File: src/design/b64d_pkg.sv
// ----------------------------------------------------------------------------
// Base64 decoder package
// Shared types, character codes, status codes and the alphabet map.
// ----------------------------------------------------------------------------
package b64d_pkg;

  localparam logic [7:0] CH_CR      = 8'h0D;
  localparam logic [7:0] CH_LF      = 8'h0A;
  localparam logic [7:0] CH_PAD     = 8'h3D;
  localparam logic [7:0] CH_PLUS    = 8'h2B;
  localparam logic [7:0] CH_SLASH   = 8'h2F;
  localparam logic [7:0] CH_UPPER_A = 8'h41;
  localparam logic [7:0] CH_UPPER_Z = 8'h5A;
  localparam logic [7:0] CH_LOWER_A = 8'h61;
  localparam logic [7:0] CH_LOWER_Z = 8'h7A;
  localparam logic [7:0] CH_DIGIT_0 = 8'h30;
  localparam logic [7:0] CH_DIGIT_9 = 8'h39;

  localparam logic [1:0] ST_OK      = 2'd0;
  localparam logic [1:0] ST_LENGTH  = 2'd1;
  localparam logic [1:0] ST_INVALID = 2'd2;

  localparam logic [6:0] SEXTET_NONE = 7'd64;

  typedef struct packed {
    logic [7:0] data_byte;
    logic       byte_valid;
    logic       last;
    logic [1:0] status;
  } result_t;

  typedef struct packed {
    logic [1:0]        count;
    result_t [2:0]     res;
  } group_t;

  // Maps an alphabet character to 0..63; anything else gives 64.
  function automatic logic [6:0] sextet_of(input logic [7:0] c);
    logic [7:0] d;
    d = 8'd0;
    if (c >= CH_UPPER_A && c <= CH_UPPER_Z) begin
      d = c - CH_UPPER_A;
    end else if (c >= CH_LOWER_A && c <= CH_LOWER_Z) begin
      d = c - CH_LOWER_A + 8'd26;
    end else if (c >= CH_DIGIT_0 && c <= CH_DIGIT_9) begin
      d = c - CH_DIGIT_0 + 8'd52;
    end else if (c == CH_PLUS) begin
      d = 8'd62;
    end else if (c == CH_SLASH) begin
      d = 8'd63;
    end else begin
      d = {1'b0, SEXTET_NONE};
    end
    return d[6:0];
  endfunction

endpackage

File: src/design/b64d_char_if.sv
// ----------------------------------------------------------------------------
// Base64 character channel
// Valid/ready channel carrying one text character and its end flag.
// ----------------------------------------------------------------------------
interface b64d_char_if;
  logic       valid;
  logic       ready;
  logic [7:0] code_char;
  logic       end_of_code;

  modport source (output valid, output code_char, output end_of_code, input ready);
  modport sink (input valid, input code_char, input end_of_code, output ready);
endinterface

File: src/design/b64d_byte_if.sv
// ----------------------------------------------------------------------------
// Base64 result channel
// Valid/ready channel carrying one decoded byte with its framing and status.
// ----------------------------------------------------------------------------
interface b64d_byte_if;
  logic       valid;
  logic       ready;
  logic [7:0] data_byte;
  logic       byte_valid;
  logic       last;
  logic [1:0] status;

  modport source (output valid, output data_byte, output byte_valid, output last,
                  output status, input ready);
  modport sink (input valid, input data_byte, input byte_valid, input last,
                input status, output ready);
endinterface

File: src/design/b64d_decode.sv
// ----------------------------------------------------------------------------
// Base64 character decoder
// Holds the group state and turns one registered character into a group of
// up to three results.
// ----------------------------------------------------------------------------
module b64d_decode
  import b64d_pkg::*;
(
  input  logic       clk,
  input  logic       rst,
  input  logic       skip_line_breaks,
  input  logic       fire,
  input  logic [7:0] code_char,
  input  logic       end_of_code,
  output group_t     grp
);

  logic [1:0]  group_position;
  logic [17:0] bit_accumulator;
  logic [1:0]  pad_count;
  logic        error_seen;

  logic [1:0]  group_position_next;
  logic [17:0] bit_accumulator_next;
  logic [1:0]  pad_count_next;
  logic        error_seen_next;

  logic        skip;
  logic        is_pad;
  logic        bad;
  logic [6:0]  v_raw;
  logic [5:0]  v;
  logic [1:0]  pad_upd;
  logic        err_upd;
  logic [1:0]  pos_upd;
  logic        emit;
  logic [1:0]  cnt_b;
  logic [1:0]  n;
  logic [1:0]  status;
  logic [7:0]  b [3];

  always_comb begin
    skip    = skip_line_breaks && (code_char == CH_CR || code_char == CH_LF);
    is_pad  = code_char == CH_PAD;
    v_raw   = sextet_of(code_char);
    bad     = is_pad ? (group_position < 2'd2) : (v_raw[6] || pad_count != 2'd0);
    v       = (bad || is_pad) ? 6'd0 : v_raw[5:0];
    pad_upd = pad_count;
    err_upd = error_seen;
    pos_upd = group_position;
    emit    = 1'b0;

    group_position_next  = group_position;
    bit_accumulator_next = bit_accumulator;
    pad_count_next       = pad_count;
    error_seen_next      = error_seen;

    b[0] = {bit_accumulator[17:12], bit_accumulator[11:10]};
    b[1] = {bit_accumulator[9:6], bit_accumulator[5:2]};
    b[2] = {bit_accumulator[1:0], v};

    if (!skip) begin
      if (is_pad && !bad) begin
        pad_upd = pad_count + 2'd1;
      end
      err_upd = error_seen | bad;
      if (group_position == 2'd3) begin
        emit                 = !err_upd;
        pos_upd              = 2'd0;
        group_position_next  = 2'd0;
        bit_accumulator_next = 18'd0;
        pad_count_next       = 2'd0;
      end else begin
        pos_upd              = group_position + 2'd1;
        group_position_next  = pos_upd;
        bit_accumulator_next = {bit_accumulator[11:0], v};
        pad_count_next       = pad_upd;
      end
      error_seen_next = err_upd;
    end

    cnt_b = 2'd3 - ((pad_upd > 2'd2) ? 2'd2 : pad_upd);
    grp   = '0;
    n     = 2'd0;
    if (emit) begin
      for (int i = 0; i < 3; i++) begin
        if (2'(i) < cnt_b) begin
          grp.res[i].data_byte  = b[i];
          grp.res[i].byte_valid = 1'b1;
        end
      end
      n = cnt_b;
    end

    status = err_upd ? ST_INVALID : ((pos_upd != 2'd0) ? ST_LENGTH : ST_OK);
    if (end_of_code) begin
      if (status == ST_OK && n != 2'd0) begin
        grp.res[n - 2'd1].last = 1'b1;
      end else begin
        grp.res[n].data_byte  = 8'd0;
        grp.res[n].byte_valid = 1'b0;
        grp.res[n].last       = 1'b1;
        grp.res[n].status     = status;
        n = n + 2'd1;
      end
      group_position_next  = 2'd0;
      bit_accumulator_next = 18'd0;
      pad_count_next       = 2'd0;
      error_seen_next      = 1'b0;
    end
    grp.count = n;
  end

  always_ff @(posedge clk) begin
    if (rst) begin
      group_position  <= 2'd0;
      bit_accumulator <= 18'd0;
      pad_count       <= 2'd0;
      error_seen      <= 1'b0;
    end else if (fire) begin
      group_position  <= group_position_next;
      bit_accumulator <= bit_accumulator_next;
      pad_count       <= pad_count_next;
      error_seen      <= error_seen_next;
    end
  end

  a_end_clears: assert property (@(posedge clk) disable iff (rst)
    fire && end_of_code |=> group_position == 2'd0 && pad_count == 2'd0 && !error_seen)
    else $error("stream state not cleared after end of code");

  a_pad_needs_pos: assert property (@(posedge clk) disable iff (rst)
    pad_count != 2'd0 |-> group_position >= 2'd3)
    else $error("padding recorded before the third position");

endmodule

File: src/design/b64d_serializer.sv
// ----------------------------------------------------------------------------
// Base64 result serializer
// Holds one decoded group and hands its results out one beat at a time.
// ----------------------------------------------------------------------------
module b64d_serializer
  import b64d_pkg::*;
(
  input  logic         clk,
  input  logic         rst,
  input  logic         load,
  input  group_t       grp,
  output logic         group_ready,
  b64d_byte_if.source  byte_out
);

  result_t [2:0] slots;
  logic [1:0]    cnt;
  logic          pop;

  assign pop         = byte_out.valid && byte_out.ready;
  assign group_ready = (cnt == 2'd0) || (cnt == 2'd1 && pop);

  assign byte_out.valid      = cnt != 2'd0;
  assign byte_out.data_byte  = slots[0].data_byte;
  assign byte_out.byte_valid = slots[0].byte_valid;
  assign byte_out.last       = slots[0].last;
  assign byte_out.status     = slots[0].status;

  always_ff @(posedge clk) begin
    if (rst) begin
      cnt <= 2'd0;
    end else if (load) begin
      cnt <= grp.count;
    end else if (pop) begin
      cnt <= cnt - 2'd1;
    end
  end

  always_ff @(posedge clk) begin
    if (load) begin
      slots <= grp.res;
    end else if (pop) begin
      slots <= {12'd0, slots[2], slots[1]};
    end
  end

  a_last_is_final: assert property (@(posedge clk) disable iff (rst)
    byte_out.valid && byte_out.last |-> cnt == 2'd1)
    else $error("result marked last while more results are pending");

  a_status_on_close: assert property (@(posedge clk) disable iff (rst)
    byte_out.valid && byte_out.status != ST_OK |-> byte_out.last && !byte_out.byte_valid)
    else $error("error status outside a closing beat");

  a_drain_continues: assert property (@(posedge clk) disable iff (rst)
    pop && cnt > 2'd1 |=> byte_out.valid)
    else $error("pending results lost while draining a group");

endmodule

File: src/design/base64_stream_decoder_unit.sv
// ----------------------------------------------------------------------------
// Base64 stream decoder
// Decodes a stream of Base64 characters into bytes with a closing status.
// ----------------------------------------------------------------------------
// The block accepts one character per cycle into an input register. The
// decoder maps the character and updates the group state at the edge where
// the character leaves that register, and any results it gives go to the
// serializer at the same edge. A result of a character therefore passes
// the input register and the serializer before it can be taken. Results
// leave one per beat, and a full group of four characters gives three
// output beats, so characters can follow back to back at one per cycle
// while the receiver keeps up. A character that gives no result passes
// straight through. A character that gives results waits in the input
// register, and holds off the input, while the serializer still holds
// results that do not leave in that cycle.
module base64_stream_decoder_unit
  import b64d_pkg::*;
(
  input  logic        clk,
  input  logic        rst,
  input  logic        cfg_write,
  input  logic        cfg_data,
  b64d_char_if.sink   code_in,
  b64d_byte_if.source byte_out
);

  logic       skip_line_breaks;
  logic       held;
  logic [7:0] code_char;
  logic       end_of_code;
  logic       group_ready;
  logic       fire;
  logic       load;
  group_t     grp;

  assign fire          = held && (group_ready || grp.count == 2'd0);
  assign load          = fire && grp.count != 2'd0;
  assign code_in.ready = !held || fire;

  always_ff @(posedge clk) begin
    if (rst) begin
      skip_line_breaks <= 1'b1;
    end else if (cfg_write) begin
      skip_line_breaks <= cfg_data;
    end
  end

  always_ff @(posedge clk) begin
    if (rst) begin
      held <= 1'b0;
    end else if (code_in.valid && code_in.ready) begin
      held <= 1'b1;
    end else if (fire) begin
      held <= 1'b0;
    end
  end

  always_ff @(posedge clk) begin
    if (code_in.valid && code_in.ready) begin
      code_char   <= code_in.code_char;
      end_of_code <= code_in.end_of_code;
    end
  end

  b64d_decode u_decode (
    .clk              (clk),
    .rst              (rst),
    .skip_line_breaks (skip_line_breaks),
    .fire             (fire),
    .code_char        (code_char),
    .end_of_code      (end_of_code),
    .grp              (grp)
  );

  b64d_serializer u_serializer (
    .clk         (clk),
    .rst         (rst),
    .load        (load),
    .grp         (grp),
    .group_ready (group_ready),
    .byte_out    (byte_out)
  );

endmodule

File: src/flat_wrapper.sv
// flat-port wrapper written by rule: the top's interface ports become plain ports
module base64_stream_decoder_unit_flat import b64d_pkg::*;
  (clk, rst, cfg_write, cfg_data, code_in_valid, code_in_code_char, code_in_end_of_code, code_in_ready, byte_out_valid, byte_out_data_byte, byte_out_byte_valid, byte_out_last, byte_out_status, byte_out_ready);
  b64d_char_if code_in_i ();
  b64d_byte_if byte_out_i ();
  input  logic clk;
  input  logic rst;
  input  logic cfg_write;
  input  logic cfg_data;
  input wire logic [$bits(code_in_i.valid)-1:0] code_in_valid;
  input wire logic [$bits(code_in_i.code_char)-1:0] code_in_code_char;
  input wire logic [$bits(code_in_i.end_of_code)-1:0] code_in_end_of_code;
  output wire logic [$bits(code_in_i.ready)-1:0] code_in_ready;
  output wire logic [$bits(byte_out_i.valid)-1:0] byte_out_valid;
  output wire logic [$bits(byte_out_i.data_byte)-1:0] byte_out_data_byte;
  output wire logic [$bits(byte_out_i.byte_valid)-1:0] byte_out_byte_valid;
  output wire logic [$bits(byte_out_i.last)-1:0] byte_out_last;
  output wire logic [$bits(byte_out_i.status)-1:0] byte_out_status;
  input wire logic [$bits(byte_out_i.ready)-1:0] byte_out_ready;
  assign code_in_i.valid = code_in_valid;
  assign code_in_i.code_char = code_in_code_char;
  assign code_in_i.end_of_code = code_in_end_of_code;
  assign code_in_ready = code_in_i.ready;
  assign byte_out_valid = byte_out_i.valid;
  assign byte_out_data_byte = byte_out_i.data_byte;
  assign byte_out_byte_valid = byte_out_i.byte_valid;
  assign byte_out_last = byte_out_i.last;
  assign byte_out_status = byte_out_i.status;
  assign byte_out_i.ready = byte_out_ready;
  base64_stream_decoder_unit u_core (.clk(clk), .rst(rst), .cfg_write(cfg_write), .cfg_data(cfg_data), .code_in(code_in_i), .byte_out(byte_out_i));
endmodule
File: config.mk
export PLATFORM = sky130hd
export DESIGN_NAME = base64_stream_decoder_unit_flat
export DESIGN_NICKNAME = d
export VERILOG_FILES = /design/src/design/b64d_pkg.sv /design/src/design/b64d_char_if.sv /design/src/design/b64d_byte_if.sv /design/src/design/b64d_decode.sv /design/src/design/b64d_serializer.sv /design/src/design/base64_stream_decoder_unit.sv /design/src/flat_wrapper.sv
export SDC_FILE = /design/constraint.sdc
export NUM_CORES = 1
export LEC_CHECK = 0
export BUFFER_PORTS_ARGS = -buffer_cell sky130_fd_sc_hd__buf_4
export CORE_MARGIN = 3
export CORE_UTILIZATION = 38
export CTS_BUF_LIST = sky130_fd_sc_hd__clkbuf_4 sky130_fd_sc_hd__clkbuf_8
export CTS_CLUSTER_SIZE = 40
export DETAILED_ROUTE_END_ITERATION = 12
export PLACE_DENSITY = 0.61
export SETUP_SLACK_MARGIN = 0.15
export SYNTH_ARGS = -nofsm -noshare
export SYNTH_HDL_FRONTEND = slang
export SYNTH_SLANG_ARGS = --single-unit
File: constraint.sdc
create_clock -name clk -period 5.7 [get_ports clk]
set_clock_uncertainty 0.2 [all_clocks]
set_input_delay 1.14 -clock clk [delete_from_list [all_inputs] [get_ports clk]]
set_output_delay 1.14 -clock clk [all_outputs]
set_load 0.02 [all_outputs]
==> results.yml, run 1 <==
finish:
  fin_area_sq_um: 4560
  multi_input_area_sq_um: 1930
  fin_nets: 460
  seqCellArea_sq_um: 1890
  fillCellCount: 983
  area_growth_pct: 13.9
  layout_common_cells: "72 x nand2_1, 45 x edfxtp_1, 41 x buf_4, 27 x dfxtp_1, 24 x inv_1"
  final_common_cell: "nand2_1"
  diodes: 0
  drive_gt1_frac: 0.197
clock_tree:
  cts_tree: "yes"
  ctsHoldBuffers: 0
  cts_max_level: 3
  cts_buffer_depth: 2
  cts-root-buf: "clkbuf_8"
  cts_sinks: 72
  numCtsBuffers: 9
  path_clk_slew_ps: 80
  clock_latency_ps: 340
pwr:
  p_clk_frac: 0.299
  p_seq_frac: 0.523
  power_frac_comb: 0.177
  p_sw_w: 0.000346
  leakage_nw: 1.73
  p_int_w: 0.000875
  switching_share: 0.283
  power_density_nw_per_um2: 268
  vdd_drop_max_v: 0.000119
sta:
  rsz0062_at_grt: "no"
  tightest_slew_ps: 955
  setup_viol: 0
  relSlewSlack: 0.360
  fin_crit_sh: 0.929
  hold_violations: 0
  drv_slew: 0
  period_needed_ps: 5290
  final.setup.tns_ps: 0
  fmax_ghz: 0.189
route:
  ant_nets: 0
  finalWirelength_mm: 8.29
  viasPerCell: 5.19
  dr.pass1.iters: 4
  vias: 2934
  drtIter0Drc: 204
  route.detailed.drc: 0
  wire_per_inst_microns: 14.7
setup_path:
  worstPathMaxFanout: 9
  start_kind: "flop"
  r2r-start: "u_core.code_char[0]$_DFFE_PP_"
  rr_worst_depth: 15
  crit_path_end: "code_in_ready"
  cp-end-kind: "primary output"
  cp_slowest_cell: "edfxtp_1"
  worst_ep_arrival_time_ps: 3950
  max_stage_delay_ps: 470
  required_ps: 4360
  r2r-end: "u_core.u_serializer.slots[16]$_DFFE_PP_"
  cp_common_cell: "ha_1"
  crit_start: "u_core.code_char[0]$_DFFE_PP_"
  worstSetupPathType: "reg -> out"
  r2r_slack_ps: 960
  crit_chain: "inv_1, ha_1, nor4bb_4, nor3b_1, o211ai_1, a221oi_2, o21ai_2, ha_1, or3_4, o31ai_4, or3_1, nand4_1, buf_4"
grt:
  grt_pass1_wl_mm: 13.6
  antenna_found_initial: 0
  grt_max_degree: 45
  overflow: 0
  grt_pass1_vias: 2702
  track_usage: 0.146
synthesis:
  async_flop_share: 0
  synth_edf_count: 45
  ys_ff_latch: 72
  yosysUniqueCellTypes: 59
  synth.net_count: 433
  syn-cell-area_sq_um: 4010
  synthCells: 400
  synth_ff_type: "edfxtp_1"
  avgSynthCellArea_sq_um: 10.0
  yosys_warnings: 0
  ys_seq_area_frac: 0.472
run_status:
  status: "finished, final reports clean"
hold_path:
  hp-start: "u_core.u_decode.bit_accumulator[1]$_SDFFE_PP0P_"
  hp-class: "reg -> reg"
run:
  cap_viol_max_count: 0
floorplan:
  die_w_microns: 109
  core-area_sq_um: 10000
  io_pins: 29
  start_util: 0.401
  die_area_sq_um: 11800
  die_y_microns: 109
  std_cell_rows: 36
placed_design:
  gp_congestion: 0.877
  dpl.hpwl_mm: 5.62
  placed_cell_area_sq_um: 4270
  port_buffers: 28
## worst max-delay path, delay by kind of cell (launching register included)
family,cells,cell delay [ps]
AND/OR/NAND/NOR,5,1170
AO/OA/AOI/OAI,4,1110
adder cells (fa/ha/maj),2,520
flip-flops,1,470
buffers and inverters,2,320
## kinds of logic (layout without fill, tap and decap cells)
kind of cell | Yosys count | count (layout) | share of synthesized area
buf+inv | 49 | 81 | 0.0600
mux | 23 | 23 | 0.0597
fa+ha+maj | 18 | 18 | 0.0562
simple gates | 153 | 153 | 0.189
compound gates | 78 | 78 | 0.147
flops | 72 | 72 | 0.472
xor+xnor | 7 | 7 | 0.0153
## area by class of cell
| cell class | count | share of cell area |
|---|---|---|
| multi-input cells | 279 | 0.423 |
| repair buffers | 41 | 0.0675 |
| inverters | 24 | 0.0197 |
| clock inverters | 5 | 0.00713 |
| well taps | 133 | 0.0365 |
| clock buffers | 11 | 0.0318 |
| flip-flops and latches | 72 | 0.415 |
## repair_timing
item | in CTS | in global routing
endpoints found under the setup margin | 0 | 1
buffers inserted | 0 | 9
gates resized for setup | 0 | 9
hold endpoints to repair | 0 | 0
## how the worst min path moves through the flow
stage	depth (start not counted)	endpoint	slack (ps)
floorplan	2	u_core.skip_line_breaks$_SDFFE_PP1P_	230
global placement	2	u_core.u_decode.bit_accumulator[17]$_SDFFE_PP0P_	250
detailed placement	2	u_core.u_decode.bit_accumulator[7]$_SDFFE_PP0P_	260
CTS	2	u_core.u_decode.bit_accumulator[7]$_SDFFE_PP0P_	270
global route	2	u_core.u_decode.bit_accumulator[13]$_SDFFE_PP0P_	290
finish	2	u_core.u_decode.bit_accumulator[7]$_SDFFE_PP0P_	260
## through the flow
stage                     hold WS (ps)  instances  setup slack (ps)  power, W  utilization
after floorplan                    233        400              1020  0.000807            -
after global placement             246        540               754  0.000858        0.427
after detailed placement           255        540               584  0.000860        0.427
after CTS                          266        556               189   0.00123        0.444
after global routing               288        565               111   0.00128        0.456
final                              263        565               407   0.00122        0.456
## power groups by stage
| stage | clock network (W) | registers (W) | logic (W) |
|---|---|---|---|
| 2_1_floorplan | 0 | 0.000648 | 0.000158 |
| 3_3_place_gp | 0 | 0.000650 | 0.000208 |
| 3_5_place_dp | 0 | 0.000651 | 0.000209 |
| 4_1_cts | 0.000377 | 0.000640 | 0.000209 |
| 5_1_grt | 0.000398 | 0.000644 | 0.000241 |
| 6_report | 0.000366 | 0.000639 | 0.000216 |
## synthesized netlist by cell type (9+ instances only)
library cell  instances  area, sq um
o21ai_0              19         95.1
a21oi_1              14         70.1
dfxtp_1              27          541
inv_1                24         90.1
nand2_1              72          270
clkbuf_1             10         37.5
ha_1                 18          225
edfxtp_1             45         1350
nand3_1               9         45.0
nor3_1               13         65.1
nor2_1               21         78.8
mux2i_1              19          190
buf_4                10         75.1
## registers in the layout, summed over array words and instances (netlist names)
register,count
u_core.u_serializer.slots,24
u_core.u_decode.bit_accumulator,18
u_core.code_char,8
u_core.u_serializer.byte_out.data_byte,8
u_core.u_decode.group_position,2
u_core.u_decode.pad_count,2
u_core.u_serializer.byte_out.status,2
u_core.u_serializer.cnt,2
u_core.end_of_code,1
u_core.held,1
u_core.skip_line_breaks,1
u_core.u_decode.error_seen,1
u_core.u_serializer.byte_out.byte_valid,1
u_core.u_serializer.byte_out.last,1
## metal layers
| metal | share of wire | up-vias | routed length [microns] | global-route usage |
|---|---|---|---|---|
| li1 | - | 1483 | - | - |
| met1 | 0.47 | 1365 | 3860 | 0.196 |
| met2 | 0.47 | 71 | 3870 | 0.234 |
| met3 | 0.042 | 15 | 348 | 0.0361 |
| met4 | 0.024 | 0 | 202 | 0.0406 |
| met5 | 0 | - | 0 | 0 |
(Power assumes the default switching activity.)
==> inputs of run 2 (changes only) <==
--- a/config.mk
+++ b/config.mk
@@ -12,6 +12,7 @@
 export CTS_CLUSTER_SIZE = 40
 export DETAILED_ROUTE_END_ITERATION = 12
 export PLACE_DENSITY = 0.61
+export RECOVER_POWER = 100
 export SETUP_SLACK_MARGIN = 0.15
 export SYNTH_ARGS = -nofsm -noshare
 export SYNTH_HDL_FRONTEND = slang
==> run 2 against run 1 <==
Critical path depth stayed put. Via count is 0.17% higher. Clock power barely moved. Final cell count is the same. Register-to-register slack worse by 480 ps. Critical endpoint unchanged. Largest cell class unchanged. Highest routed layer unchanged.
==> results.yml, run 2 (synthesis results as in run 1) <==
pwr:
  p_seq_frac: 0.530
  leakage_nw: 1.67
  p_clk_frac: 0.303
  p_int_w: 0.000862
  power_density_nw_per_um2: 268
  p_sw_w: 0.000345
  switching_share: 0.286
  power_frac_comb: 0.168
  vdd_drop_max_v: 0.000118
clock_tree:
  path_clk_slew_ps: 80
  cts_buffer_depth: 2
  cts_sinks: 72
  cts_max_level: 3
  clock_latency_ps: 340
  ctsHoldBuffers: 0
  cts_tree: "yes"
  numCtsBuffers: 9
  cts-root-buf: "clkbuf_8"
sta:
  hold_ws_ps: 263
  setup_viol: 0
  hold_violations: 0
  tightest_slew_ps: 1150
  period_needed_ps: 5320
  fin_crit_sh: 0.933
  fmax_ghz: 0.188
  relSlewSlack: 0.232
  drv_slew: 0
  final.setup.tns_ps: 0
  rsz0062_at_grt: "no"
route:
  ant_nets: 0
  viasPerCell: 5.20
  vias: 2939
  dr.pass1.iters: 4
  route.detailed.drc: 0
  drtIter0Drc: 192
  wire_per_inst_microns: 14.6
  finalWirelength_mm: 8.27
floorplan:
  io_pins: 29
  die_y_microns: 109
  start_util: 0.401
  core-area_sq_um: 10000
  std_cell_rows: 36
  die_area_sq_um: 11800
  die_w_microns: 109
finish:
  top_regs: "u_core.u_serializer.slots (24), u_core.u_decode.bit_accumulator (18)"
  final_common_cell: "nand2_1"
  layout_common_cells: "72 x nand2_1, 45 x edfxtp_1, 27 x dfxtp_1, 24 x inv_1, 21 x nor2_1"
  fin_area_sq_um: 4500
  drive_gt1_frac: 0.157
  fin_nets: 460
  largest_reg_flops: 24
  area_growth_pct: 12.2
  top_register: "u_core.u_serializer.slots"
  diodes: 0
  fin_util: 0.450
setup_path:
  worstSetupPathType: "reg -> out"
  crit_chain: "inv_1, ha_1, nor4bb_4, nor3b_1, o211ai_1, a221oi_2, o21ai_2, ha_1, or3_1, o31ai_4, or3_1, nand4_1, clkbuf_2"
  start_kind: "flop"
  cp-end-kind: "primary output"
  cp_slowest_cell: "edfxtp_1"
  worstPathMaxFanout: 9
  required_ps: 4360
  max_stage_delay_ps: 470
  crit_buf_inv: 2
  cp_top_family: "simple AND/OR/NAND/NOR gates"
  worst_ep_arrival_time_ps: 3980
placed_design:
  placed_cell_area_sq_um: 4270
  gp_congestion: 0.877
  port_buffers: 28
  dpl.hpwl_mm: 5.62
grt:
  track_usage: 0.146
  grt_max_degree: 45
  grt_pass1_wl_mm: 13.6
  antenna_found_initial: 0
  overflow: 0
  grt_pass1_vias: 2702
run_status:
  status: "finished, final reports clean"
run:
  cap_viol_max_count: 0
hold_path:
  hp-class: "reg -> reg"
-- run 2: layer usage --
layer,wire [microns],global-route usage
met1,3880,0.196
met3,361,0.0361
met2,3820,0.234
met5,0,0
met4,205,0.0406
-- run 2: what timing repair did --
action	4_1_cts	5_1_grt
endpoints found under the setup margin	0	1
buffers inserted	0	9
resized for setup	0	9
-- run 2: area by class of cell --
type / instances / area, sq um
clock inverter: 5 / 32.5
inverter: 24 / 90.1
multi-input combinational: 279 / 1920
tap: 133 / 166
clock buffer: 11 / 145
fill: 997 / 5500
sequential: 72 / 1890
timing repair buffer: 41 / 253
-- run 2: path summary, 6_finish.rpt --
check | startpoint | end | slack (ps) | depth (start not counted)
max | u_core.code_char[0]$_DFFE_PP_ | code_in_ready | 380 | 13
min | u_core.u_decode.bit_accumulator[1]$_SDFFE_PP0P_ | u_core.u_decode.bit_accumulator[7]$_SDFFE_PP0P_ | 260 | 2
max reg2reg | u_core.code_char[0]$_DFFE_PP_ | u_core.u_decode.bit_accumulator[4]$_SDFFE_PP0P_ | 480 | 14
min reg2reg | u_core.u_decode.bit_accumulator[1]$_SDFFE_PP0P_ | u_core.u_decode.bit_accumulator[7]$_SDFFE_PP0P_ | 260 | 2
-- run 2: through the flow --
stage / setup slack [ps] / std cells / power (W)
floorplan: 1020 / 400 / 0.000807
global placement: 754 / 540 / 0.000858
detailed placement: 584 / 540 / 0.000860
CTS: 189 / 556 / 0.00123
global route: 80.5 / 565 / 0.00127
finish: 384 / 565 / 0.00121
-- run 2: tightest hold or removal path: cells and delay by family (launching register included) --
kind / cells / cell delay, ps
flip-flops: 1 / 320
AND/OR/NAND/NOR: 1 / 50
multiplexers: 1 / 50
-- run 2: power by group through the flow --
stage,Clock (W),Sequential (W),Combinational [W]
finish,0.000365,0.000639,0.000203
CTS,0.000377,0.000640,0.000209
global route,0.000398,0.000643,0.000227
global placement,0,0.000650,0.000208
detailed placement,0,0.000651,0.000209
floorplan,0,0.000648,0.000158
